<file path="src/hw/rtl/gyp_pkg.sv">
// Shared types and constants for the gaze yaw/pitch CORDIC pipeline.
// No dependencies; imported by gyp_cordic, gyp_gain and the top level.
package gyp_pkg;

    // Width of every external field.
    localparam int FIELD_W = 16;

    // Angle accumulator: units of pi/2^31 rad, with headroom above a half turn.
    localparam int ANG_W = 34;
    typedef logic signed [ANG_W-1:0] ang_t;

    // Fraction bits added to the coordinates inside the datapath.
    localparam int FRAC_BITS = 4;

    // Output angle = (acc + 2^15) >> 16.
    localparam int   ANG_SHIFT = 16;
    localparam ang_t ROUND_ACC = 34'sd32768;

    // Start angle of the left-half-plane pre-rotation (a quarter turn).
    localparam ang_t QUARTER_ACC = 34'sd1073741824;

    // Pitch clamp limits: a quarter turn in output units.
    localparam ang_t                       PITCH_LIM_ACC = 34'sd16384;
    localparam logic signed [FIELD_W-1:0]  PITCH_MAX     = 16'sd16384;
    localparam logic signed [FIELD_W-1:0]  PITCH_MIN     = -16'sd16384;

    // atan(2^-i) in units of pi/2^31 rad, rounded to nearest.
    localparam int TAB_LEN = 24;
    localparam int TAB_W   = 30;
    localparam logic [TAB_W-1:0] ATAN_TAB [TAB_LEN] = '{
        30'd536870912, 30'd316933406, 30'd167458907, 30'd85004756,
        30'd42667331,  30'd21354465,  30'd10679838,  30'd5340245,
        30'd2670163,   30'd1335087,   30'd667544,    30'd333772,
        30'd166886,    30'd83443,     30'd41722,     30'd20861,
        30'd10430,     30'd5215,      30'd2608,      30'd1304,
        30'd652,       30'd326,       30'd163,       30'd81
    };

    // Inverse CORDIC gain, Q0.24; result rounded half up before the shift.
    localparam int                GAIN_W     = 24;
    localparam int                GAIN_SHIFT = 24;
    localparam logic [GAIN_W-1:0] GAIN_INV   = 24'd10188014;

endpackage

</file>
<file path="src/hw/rtl/gyp_gain.sv">
// Two-stage CORDIC gain compensation: split multiply, then sum, round, shift.
// Depends on gyp_pkg (gain constant and shift).
module gyp_gain #(
    parameter int XW = 24,
    parameter int SW = 1
) (
    input  logic                  aclk,
    input  logic                  aresetn,
    input  logic                  en,
    input  logic                  in_valid,
    input  logic signed [XW-1:0]  in_x,
    input  logic [SW-1:0]         in_side,
    output logic                  out_valid,
    output logic signed [XW-1:0]  out_r,
    output logic [SW-1:0]         out_side
);
    import gyp_pkg::*;

    localparam int LO_W = XW / 2;
    localparam int HI_W = XW - LO_W;
    localparam int PL_W = LO_W + GAIN_W;
    localparam int PH_W = HI_W + GAIN_W + 1;
    localparam int PW   = XW + GAIN_W + 1;
    localparam logic signed [PW-1:0] RND =
        {{(PW-GAIN_SHIFT){1'b0}}, 1'b1, {(GAIN_SHIFT-1){1'b0}}};

    logic                   a_v_reg;
    logic [PL_W-1:0]        pl_reg;
    logic signed [PH_W-1:0] ph_reg;
    logic [SW-1:0]          a_side_reg;
    logic [PL_W-1:0]        pl_next;
    logic signed [PH_W-1:0] ph_next;

    logic                   b_v_reg;
    logic signed [XW-1:0]   r_reg;
    logic [SW-1:0]          b_side_reg;
    logic signed [PW-1:0]   sum;

    // Low half unsigned, high half signed: each product stays narrow.
    assign pl_next = PL_W'(in_x[LO_W-1:0]) * PL_W'(GAIN_INV);
    assign ph_next = PH_W'(signed'(in_x[XW-1:LO_W])) * PH_W'(signed'({1'b0, GAIN_INV}));

    assign sum = (PW'(ph_reg) <<< LO_W) + signed'(PW'(pl_reg)) + RND;

    always_ff @(posedge aclk) begin
        if (!aresetn) begin
            a_v_reg <= 1'b0;
            b_v_reg <= 1'b0;
        end else if (en) begin
            a_v_reg <= in_valid;
            b_v_reg <= a_v_reg;
        end
    end

    always_ff @(posedge aclk) begin
        if (en) begin
            pl_reg     <= pl_next;
            ph_reg     <= ph_next;
            a_side_reg <= in_side;
            r_reg      <= sum[GAIN_SHIFT+XW-1:GAIN_SHIFT];
            b_side_reg <= a_side_reg;
        end
    end

    assign out_valid = b_v_reg;
    assign out_r     = r_reg;
    assign out_side  = b_side_reg;

endmodule
</file>
<file path="config.mk">
export PLATFORM = sky130hd
export DESIGN_NAME = gyp_gain
export DESIGN_NICKNAME = d
export VERILOG_FILES = /design/src/hw/rtl/gyp_pkg.sv /design/src/hw/rtl/gyp_gain.sv
export SDC_FILE = /design/constraint.sdc
export NUM_CORES = 1
export LEC_CHECK = 0
export BUFFER_PORTS_ARGS = -buffer_cell sky130_fd_sc_hd__buf_4
export CAP_MARGIN = 5
export CORE_ASPECT_RATIO = 1.75
export CORE_UTILIZATION = 50
export CTS_CLUSTER_SIZE = 25
export DETAILED_ROUTE_END_ITERATION = 7
export PLACE_DENSITY = 0.75
export SYNTH_ARGS = -nofsm -noshare
export SYNTH_HDL_FRONTEND = slang
export SYNTH_SLANG_ARGS = --single-unit
</file>
<file path="constraint.sdc">
create_clock -name aclk -period 11.9 [get_ports aclk]
set_input_delay 0.595 -clock aclk [delete_from_list [all_inputs] [get_ports aclk]]
set_output_delay 0.595 -clock aclk [all_outputs]
set_load 0.05 [all_outputs]
</file>
==> metrics <==
status finished clean; path class of the lowest-slack min-delay path primary input to flop; hpwl dp 30.08 mm; slew at the pin closest to its max-slew limit 1055 ps; number of synthesis warnings 0; final number of hold-violating endpoints 0; TritonCTS Buffers 9; post-synthesis average cell area 10.25 sq um; area post-placement 14950 sq um; critical path cell sequence buf_4, fa_1, fa_1, inv_1, fa_1, fa_1, fa_1, inv_1, ha_1, and4_1, nand3_1, nor2_1, a32oi_1, o211ai_2, nor3_2, nor2_1, a211o_1; most frequent cells after synthesis 352 x inv_1, 240 x ha_1, 206 x fa_1; count of buffers from port buffering 54; most crowded layer after global routing met2; worst stage delay on the critical path between 500 and 600 ps; number of max-cap violations 0; via count of the routed design ~9900; register area roughly 2600 sq um; starting density of the core 50.75%; most common cell in the synthesized netlist inv_1; Synth Cell Area about 14000 sq um; TNS Setup 0 ps; antenna violation net count after detailed routing 0; global-route wire length before repair 55.84 mm; Critical Path Slowest Stage Cell fa_1; period utilisation layout 46.95%; setup-violating endpoint count in the final report 0; Fillers 2455; final cell area excluding filler cells 15260 sq um; Die Footprint 28990 sq um; die width 129.1 um; TritonCTS clock tree built; number of ports placed on the die boundary 55; post-layout utilization of the core 54.74%; GP Congestion between 1 and 1.5; insertion delay of the later-clocked pin in the worst-skew pair 350 ps; share of cells above drive strength 1 6.685%; met1 usage in global routing 24.17%; count of cells resized by post-cts repair 0; net count reported at finish 1906; GRT Util Overall between 20% and 30%; synth unique cells 70; async set or reset register ratio after synthesis 0%; primary flip-flop cell chosen by synthesis mapping edfxtp_1; area occupied by multi-input gates roughly 10000 sq um; crit path max fanout 8; crit path launch type primary input; Post-route DRC 0; clock tree skew after final layout roughly 7.6 ps; detailed-router iteration count before antenna repair 5; antenna diode count 0; setup repair after global routing missed its margin false; area of the core 27870 sq um; final worst path period need 5587 ps; clock-pin slew reported for the worst setup and hold paths after clock tree synthesis 70 ps; routed via count divided by cell count 5.457; CP Buf/Inv Count 3; cell type with the largest total area after synthesis fa_1; CP Capture Type flop; sequential share of the synthesized area 18.12%; number of H-tree levels 3; category of the most critical setup path primary input to flop; GR Util met2 between 40 and 50%; cell at the root of the clock tree clkbuf_16; via count of the first global-routing pass between 10000 and 15000; vertical die dimension 224.5 um; cell occurring most often along the worst timing path fa_1; area fraction of the dominant cell type after synthesis 29.16%; fin. max-slew vios 0; initial antenna violation count 0; Site Rows just over 80; initial DRC count ~430; register bit total from synthesis 86; number of enable-type register cells in the synthesized netlist 84; Num Clock Sinks 86; number of buffers added for setup after CTS 0; detailed-route wire length per cell 19.58 um; clock tree buffer depth 2; maximum number of pins on one net before global-route repair just under 90; Largest delay share family, worst path adder cells; top cells by area in the synthesized netlist fa_1 29%, ha_1 21%, edfxtp_1 18%, inv_1 9.3%, xnor2_1 2.7%; number of nets in the synthesized netlist 1855; grt ovf 0; Area Overhead vs Synth 7.864%; GR Layer Usage met3 5.566%; Critical Path RT between 10000 and 15000 ps; Peak Freq approximately 0.18 GHz; tightest slew margin relative to the limit between 20% and 30%; synthesized instance count 1380; Final Routed Wirelength between 30 and 40 mm; total of hold buffers inserted after clock tree synthesis 0; arrival time worst endpoint roughly 5700 ps; Largest register FFs 35
per-layer routing:
layer	wire, um	vias to the layer above
met5	0	-
met4	3145	0
met3	1567	141
met2	18970	244
met1	11740	4859
li1	-	4628
final timing paths:
kind / from / end / slack (ps) / cells past startpoint
worst max-delay path: in_x[21] / ph_reg[35] / 6310 / 17
worst min-delay path: in_side / a_side_reg / 420 / 1
worst max register to register: ph_reg[18] / out_r[19] / 8880 / 10
worst min register to register: a_side_reg / out_side / 460 / 0
cell usage in the layout (no fill, tap or decap), types with 7 or more instances in the layout:
cell type / netlist / final
nand2_1: 49 / 49
nand3_1: 17 / 17
o21bai_1: 12 / 12
o21ai_1: 8 / 8
xor2_1: 20 / 20
o21ai_0: 37 / 37
a21o_1: 30 / 30
nor2b_1: 10 / 10
edfxtp_1: 84 / 84
buf_4: 0 / 54
o21a_1: 8 / 8
a211oi_1: 7 / 7
clkbuf_16: 0 / 9
ha_1: 240 / 240
a21oi_1: 70 / 70
fa_1: 206 / 206
nor3_1: 10 / 10
xnor2_1: 44 / 44
nor2_1: 43 / 43
o211ai_1: 9 / 9
inv_1: 352 / 352
nand4_1: 12 / 12
and3_1: 7 / 7
metrics by stage:
| step | setup slack (ps) | std cells | hold WS [ps] |
|---|---|---|---|
| 2_1_floorplan | 6721 | 1380 | 400.3 |
| 3_3_place_gp | 6029 | 1793 | 401.1 |
| 3_5_place_dp | 5985 | 1793 | 450.0 |
| 4_1_cts | 6356 | 1809 | 402.0 |
| 5_1_grt | 6139 | 1809 | 398.1 |
| 6_report | 6313 | 1809 | 415.2 |
worst register-to-register path, cell delays in order (launching register included):
cell      delay [ps]
edfxtp_1         430
ha_1             300
ha_1             390
and2_1           200
nand4_1          160
nor3_1           200
a32o_1           250
o21ai_1          130
a21oi_2          390
nand4_1          180
xnor2_1          150
cell families (layout without fill, tap and decap cells):
group | after synthesis | after routing | share of synthesized area [%]
compound gates | 234 | 234 | 11.07
xor+xnor | 64 | 64 | 3.963
fa+ha+maj | 446 | 446 | 50.38
buf+inv | 366 | 422 | 9.783
flops | 86 | 86 | 18.12
mux | 4 | 4 | 0.2831
simple gates | 180 | 180 | 6.395
final cells by class:
| type | count | area share, % |
|---|---|---|
| clock buffers | 9 | 1.476 |
| repair buffers | 54 | 2.657 |
| flip-flops and latches | 86 | 16.80 |
| multi-input cells | 928 | 66.84 |
| clock inverters | 7 | 0.5084 |
| inverters | 352 | 8.660 |
| well taps | 373 | 3.059 |
Power is not shown: default switching activity piles up to over one toggle a cycle in this logic, so the estimate is an artifact.
