[src/hw/rtl/gyp_pkg.sv]
// Shared types and constants for the gaze yaw/pitch CORDIC pipeline.
// No dependencies; imported by gyp_cordic, gyp_gain and the top level.
package gyp_pkg;

    // Width of every external field.
    localparam int FIELD_W = 16;

    // Angle accumulator: units of pi/2^31 rad, with headroom above a half turn.
    localparam int ANG_W = 34;
    typedef logic signed [ANG_W-1:0] ang_t;

    // Fraction bits added to the coordinates inside the datapath.
    localparam int FRAC_BITS = 4;

    // Output angle = (acc + 2^15) >> 16.
    localparam int   ANG_SHIFT = 16;
    localparam ang_t ROUND_ACC = 34'sd32768;

    // Start angle of the left-half-plane pre-rotation (a quarter turn).
    localparam ang_t QUARTER_ACC = 34'sd1073741824;

    // Pitch clamp limits: a quarter turn in output units.
    localparam ang_t                       PITCH_LIM_ACC = 34'sd16384;
    localparam logic signed [FIELD_W-1:0]  PITCH_MAX     = 16'sd16384;
    localparam logic signed [FIELD_W-1:0]  PITCH_MIN     = -16'sd16384;

    // atan(2^-i) in units of pi/2^31 rad, rounded to nearest.
    localparam int TAB_LEN = 24;
    localparam int TAB_W   = 30;
    localparam logic [TAB_W-1:0] ATAN_TAB [TAB_LEN] = '{
        30'd536870912, 30'd316933406, 30'd167458907, 30'd85004756,
        30'd42667331,  30'd21354465,  30'd10679838,  30'd5340245,
        30'd2670163,   30'd1335087,   30'd667544,    30'd333772,
        30'd166886,    30'd83443,     30'd41722,     30'd20861,
        30'd10430,     30'd5215,      30'd2608,      30'd1304,
        30'd652,       30'd326,       30'd163,       30'd81
    };

    // Inverse CORDIC gain, Q0.24; result rounded half up before the shift.
    localparam int                GAIN_W     = 24;
    localparam int                GAIN_SHIFT = 24;
    localparam logic [GAIN_W-1:0] GAIN_INV   = 24'd10188014;

endpackage

[src/hw/rtl/gyp_cordic.sv]
// Unrolled CORDIC vectoring pipeline: one micro-rotation per register stage.
// Depends on gyp_pkg (angle type, arctangent table).
module gyp_cordic #(
    parameter int XW    = 24,
    parameter int STEPS = 16,
    parameter int SW    = 1
) (
    input  logic                  aclk,
    input  logic                  aresetn,
    input  logic                  en,
    input  logic                  in_valid,
    input  logic signed [XW-1:0]  in_x,
    input  logic signed [XW-1:0]  in_y,
    input  gyp_pkg::ang_t         in_ang,
    input  logic [SW-1:0]         in_side,
    output logic                  out_valid,
    output logic signed [XW-1:0]  out_x,
    output gyp_pkg::ang_t         out_ang,
    output logic [SW-1:0]         out_side
);
    import gyp_pkg::*;

    logic                 v_reg    [STEPS];
    logic signed [XW-1:0] x_reg    [STEPS];
    logic signed [XW-1:0] y_reg    [STEPS-1];
    ang_t                 a_reg    [STEPS];
    logic [SW-1:0]        side_reg [STEPS];

    genvar g;
    for (g = 0; g < STEPS; g++) begin : g_step
        localparam ang_t STEP_ANG = ang_t'({{(ANG_W-TAB_W){1'b0}}, ATAN_TAB[g]});

        logic                 cv;
        logic signed [XW-1:0] cx;
        logic signed [XW-1:0] cy;
        ang_t                 ca;
        logic [SW-1:0]        cs;
        logic signed [XW-1:0] x_next;
        ang_t                 a_next;

        if (g == 0) begin : g_first
            assign cv = in_valid;
            assign cx = in_x;
            assign cy = in_y;
            assign ca = in_ang;
            assign cs = in_side;
        end else begin : g_rest
            assign cv = v_reg[g-1];
            assign cx = x_reg[g-1];
            assign cy = y_reg[g-1];
            assign ca = a_reg[g-1];
            assign cs = side_reg[g-1];
        end

        // Rotate toward the x axis: sign of y picks the direction.
        always_comb begin
            if (!cy[XW-1]) begin
                x_next = cx + (cy >>> g);
                a_next = ca + STEP_ANG;
            end else begin
                x_next = cx - (cy >>> g);
                a_next = ca - STEP_ANG;
            end
        end

        always_ff @(posedge aclk) begin
            if (!aresetn) begin
                v_reg[g] <= 1'b0;
            end else if (en) begin
                v_reg[g] <= cv;
            end
        end

        always_ff @(posedge aclk) begin
            if (en) begin
                x_reg[g]    <= x_next;
                a_reg[g]    <= a_next;
                side_reg[g] <= cs;
            end
        end

        // The last stage drops y: only the magnitude and angle leave.
        if (g < STEPS - 1) begin : g_ypath
            logic signed [XW-1:0] y_next;

            always_comb begin
                if (!cy[XW-1]) begin
                    y_next = cy - (cx >>> g);
                end else begin
                    y_next = cy + (cx >>> g);
                end
            end

            always_ff @(posedge aclk) begin
                if (en) begin
                    y_reg[g] <= y_next;
                end
            end
        end
    end

    assign out_valid = v_reg[STEPS-1];
    assign out_x     = x_reg[STEPS-1];
    assign out_ang   = a_reg[STEPS-1];
    assign out_side  = side_reg[STEPS-1];

endmodule

[config.mk]
export PLATFORM = sky130hd
export DESIGN_NAME = gyp_cordic
export DESIGN_NICKNAME = d
export VERILOG_FILES = /design/src/hw/rtl/gyp_pkg.sv /design/src/hw/rtl/gyp_cordic.sv
export SDC_FILE = /design/constraint.sdc
export NUM_CORES = 2
export LEC_CHECK = 0
export BUFFER_PORTS_ARGS = -buffer_cell sky130_fd_sc_hd__buf_2
export CAP_MARGIN = 15
export CORE_MARGIN = 4
export CORE_UTILIZATION = 40
export CTS_CLUSTER_SIZE = 20
export DETAILED_ROUTE_END_ITERATION = 10
export SLEW_MARGIN = 30
export SYNTH_ARGS = -nofsm -noshare
export SYNTH_HDL_FRONTEND = slang
export SYNTH_SLANG_ARGS = --single-unit
[constraint.sdc]
create_clock -name aclk -period 10.5 [get_ports aclk]
set_input_delay 0.525 -clock aclk [delete_from_list [all_inputs] [get_ports aclk]]
set_output_delay 0.525 -clock aclk [all_outputs]
set_load 0.05 [all_outputs]
==> run_results.csv <==
group,metric,value,unit
status,status,"completed",
sta,slew_violations,0,
logic_synthesis,synth_edf_count,1303,
logic_synthesis,yosys.area_share.simple,0.132,
logic_synthesis,synth_commonest_cells,"ha_1 (1338), edfxtp_1 (1303), a21oi_1 (1087)",
floorplanning,die_width,528,um
layout,diodes,0,
sta,slew_headroom,0.323,
clocking,h-tree-depth,4,
sta,finalCritPeriodShare,0.479,
clocking,cts_hold_buf,33,
layout,multi_input_area,0.0662,sq mm
route,met1_length,113,mm
route,top_layer,"met4",
grt,grt_max_degree,184,
layout,ff_latch_area,0.0391,sq mm
route,wl,265,mm
grt,grt_pass1_vias,82684,
place,placed_cell_area,0.113,sq mm
run,cap_viol_max_count,0,
route,wl_met3,9.09,mm
layout,final_util,0.441,
clocking,cts-root-buf,"clkbuf_16",
logic_synthesis,yosys.area.top_type,"edfxtp_1",
worst_hold_path,hold_class,"in2reg",
route,vias,82994,
logic_synthesis,netlist_area,0.108,sq mm
logic_synthesis,synth-compound-area-share,0.193,
logic_synthesis,yosys_register_bits,1304,
layout,drive_gt1_frac,0.0497,
layout,final_cell_area,0.118,sq mm
setup_path,cp_data_arrival_time,5590,ps
floorplanning,dieArea,0.279,sq mm
logic_synthesis,yosysMostFrequentCell,"ha_1",
clocking,cts_tree,"built",
place,gp_congestion,0.906,
logic_synthesis,synth.area.top_cells,"edfxtp_1 (36%), ha_1 (15%), xnor2_1 (7.8%)",
grt,track_usage,0.185,
clocking,clock_latency,850,ps
setup_path,critPathMaxStageDelay,730,ps
route,dr.pass1.iters,8,
floorplanning,initial_core_util,0.403,
logic_synthesis,ys_warn_count,0,
logic_synthesis,synth_fa_ha_area_frac,0.164,
route,drcViolationCount,0,
place,pre_cts_slack,5570,ps
clocking,clkTransAtPathRegs,60,ps
place,numPortBuffers,146,
layout,largest_register_ffs,544,
clocking,ctsLongestPathBuffers,4,
layout,nets,12754,
setup_path,worstPathRequired,11060,ps
place,dp_hpwl,209,mm
logic_synthesis,ys_types,86,
sta,fin_crit,5030,ps
sta,setup_viol,0,
route,route.met2.wl,134,mm
clocking,cts_made_buffers,163,
setup_path,end_kind,"flip-flop",
setup_path,cp_cell_sequence,"nor3_1 > nand2b_1 > nor4_1 > nand2b_1 > nor3_1 > nand2_1 > o41ai_1 > xor2_1 > ha_1 > and4_1 > and2_1 > and4_1 > a2111oi_0 > o21ai_0 > a21o_1 > a21oi_1 > xnor2_1",
setup_path,crit_family,"simple AND/OR/NAND/NOR gates",
setup_path,startpoint_type,"flip-flop",
logic_synthesis,synthCells,11111,
grt,antenna_found_initial,2,
sta,rsz0062_at_grt,"false",
sta,finalHoldViolations,0,
logic_synthesis,synth_top_family_by_area,"compound AO/OA/AOI/OAI gates",
route,wl_per_cell,17.7,um
logic_synthesis,seq_area_frac_synth,0.362,
grt,grt_overflow,0,
logic_synthesis,synth_top_cell_area_share,0.362,
logic_synthesis,synth_ff_type,"edfxtp_1",
clocking,cts_resized,0,
clocking,clock-sinks,1304,
grt,grt_pass1_wl,430,mm
floorplanning,rows,190,
route,via_per_inst,5.55,
layout,n_fill_cell,25336,
setup_path,crit_type,"reg2reg",
floorplanning,ios,147,
floorplanning,die_y,528,um
setup_path,slowest_stage,"a2111oi_0",
layout,area_growth,9.55,%
route,drt_iter0_markers,4822,
sta,fin_setup_tns,0,ps
sta,setup_slack,5470,ps
clocking,post_cts_buffers,0,
logic_synthesis,syn_area_per_cell,9.73,sq um
logic_synthesis,syn-num-nets,12583,
floorplanning,core_area,0.268,sq mm
logic_synthesis,synthXorXnorAreaFrac,0.119,
logic_synthesis,async_flop_share,0,
sta,finClkSkew,48.3,ps
logic_synthesis,synthMuxAreaShare,0.00529,
setup_path,crit_buf_inv,0,
route,ant_nets,0,
setup_path,cp_max_fo,5,
sta,max_freq,0.199,GHz
sta,worst_pin_slew,1010,ps
-- final cells by class --
| type | count | area share |
|---|---|---|
| Timing Repair Buffer | 227 | 0.0129 |
| Multi-Input combinational cell | 9107 | 0.559 |
| Inverter | 479 | 0.0152 |
| Sequential cell | 1304 | 0.331 |
| Clock inverter | 102 | 0.00857 |
| Tap cell | 3552 | 0.0375 |
| Clock buffer | 189 | 0.0361 |
-- metrics by stage --
| stage | hold WS (ps) | std cells |
|---|---|---|
| floorplan | 400 | 11111 |
| global placement | 401 | 14633 |
| detailed placement | 405 | 14635 |
| CTS | 14.2 | 14959 |
| global route | 66.9 | 14960 |
| finish | 90.1 | 14960 |
-- final timing paths --
| check | startpoint | end | slack, ps | cells past startpoint |
|---|---|---|---|---|
| max | y_reg[0][55] | x_reg[0][95] | 5470 | 17 |
| min | in_x[23] | x_reg[0][23] | 90 | 2 |
| max reg2reg | y_reg[0][55] | x_reg[0][95] | 5470 | 17 |
| min reg2reg | side_reg[6] | side_reg[7] | 420 | 0 |
-- kinds of logic after synthesis --
logic type / after synthesis
xor gates and xnor gates: 1465
adders and majority gates: 1385
DFF: 1304
muxes: 54
and+or+nand+nor: 2944
buffers and inverters: 700
AOI/OAI and AO/OA: 3259
-- cells in the final DEF (no fill, tap or decap), types with 167 or more instances in the layout --
cell       synthesis  routed
nand3_1          204     204
nand2_1          589     589
xor2_1           503     503
clkbuf_16          0     167
nor2b_1          169     169
nor2_1           895     895
xnor2_1          962     962
ha_1            1338    1338
nor3_1           312     312
o21ai_0          556     556
a21o_1           537     537
edfxtp_1        1303    1303
inv_1            476     476
a21oi_1         1087    1087
nand2b_1         173     173
-- metal layers --
layer,track usage,up-vias
met3,0.0182,478
met4,0.0661,0
li1,-,41672
met5,0,-
met1,0.222,39165
met2,0.341,1679
Power is not shown: default switching activity piles up to over one toggle a cycle in this logic, so the estimate is an artifact.
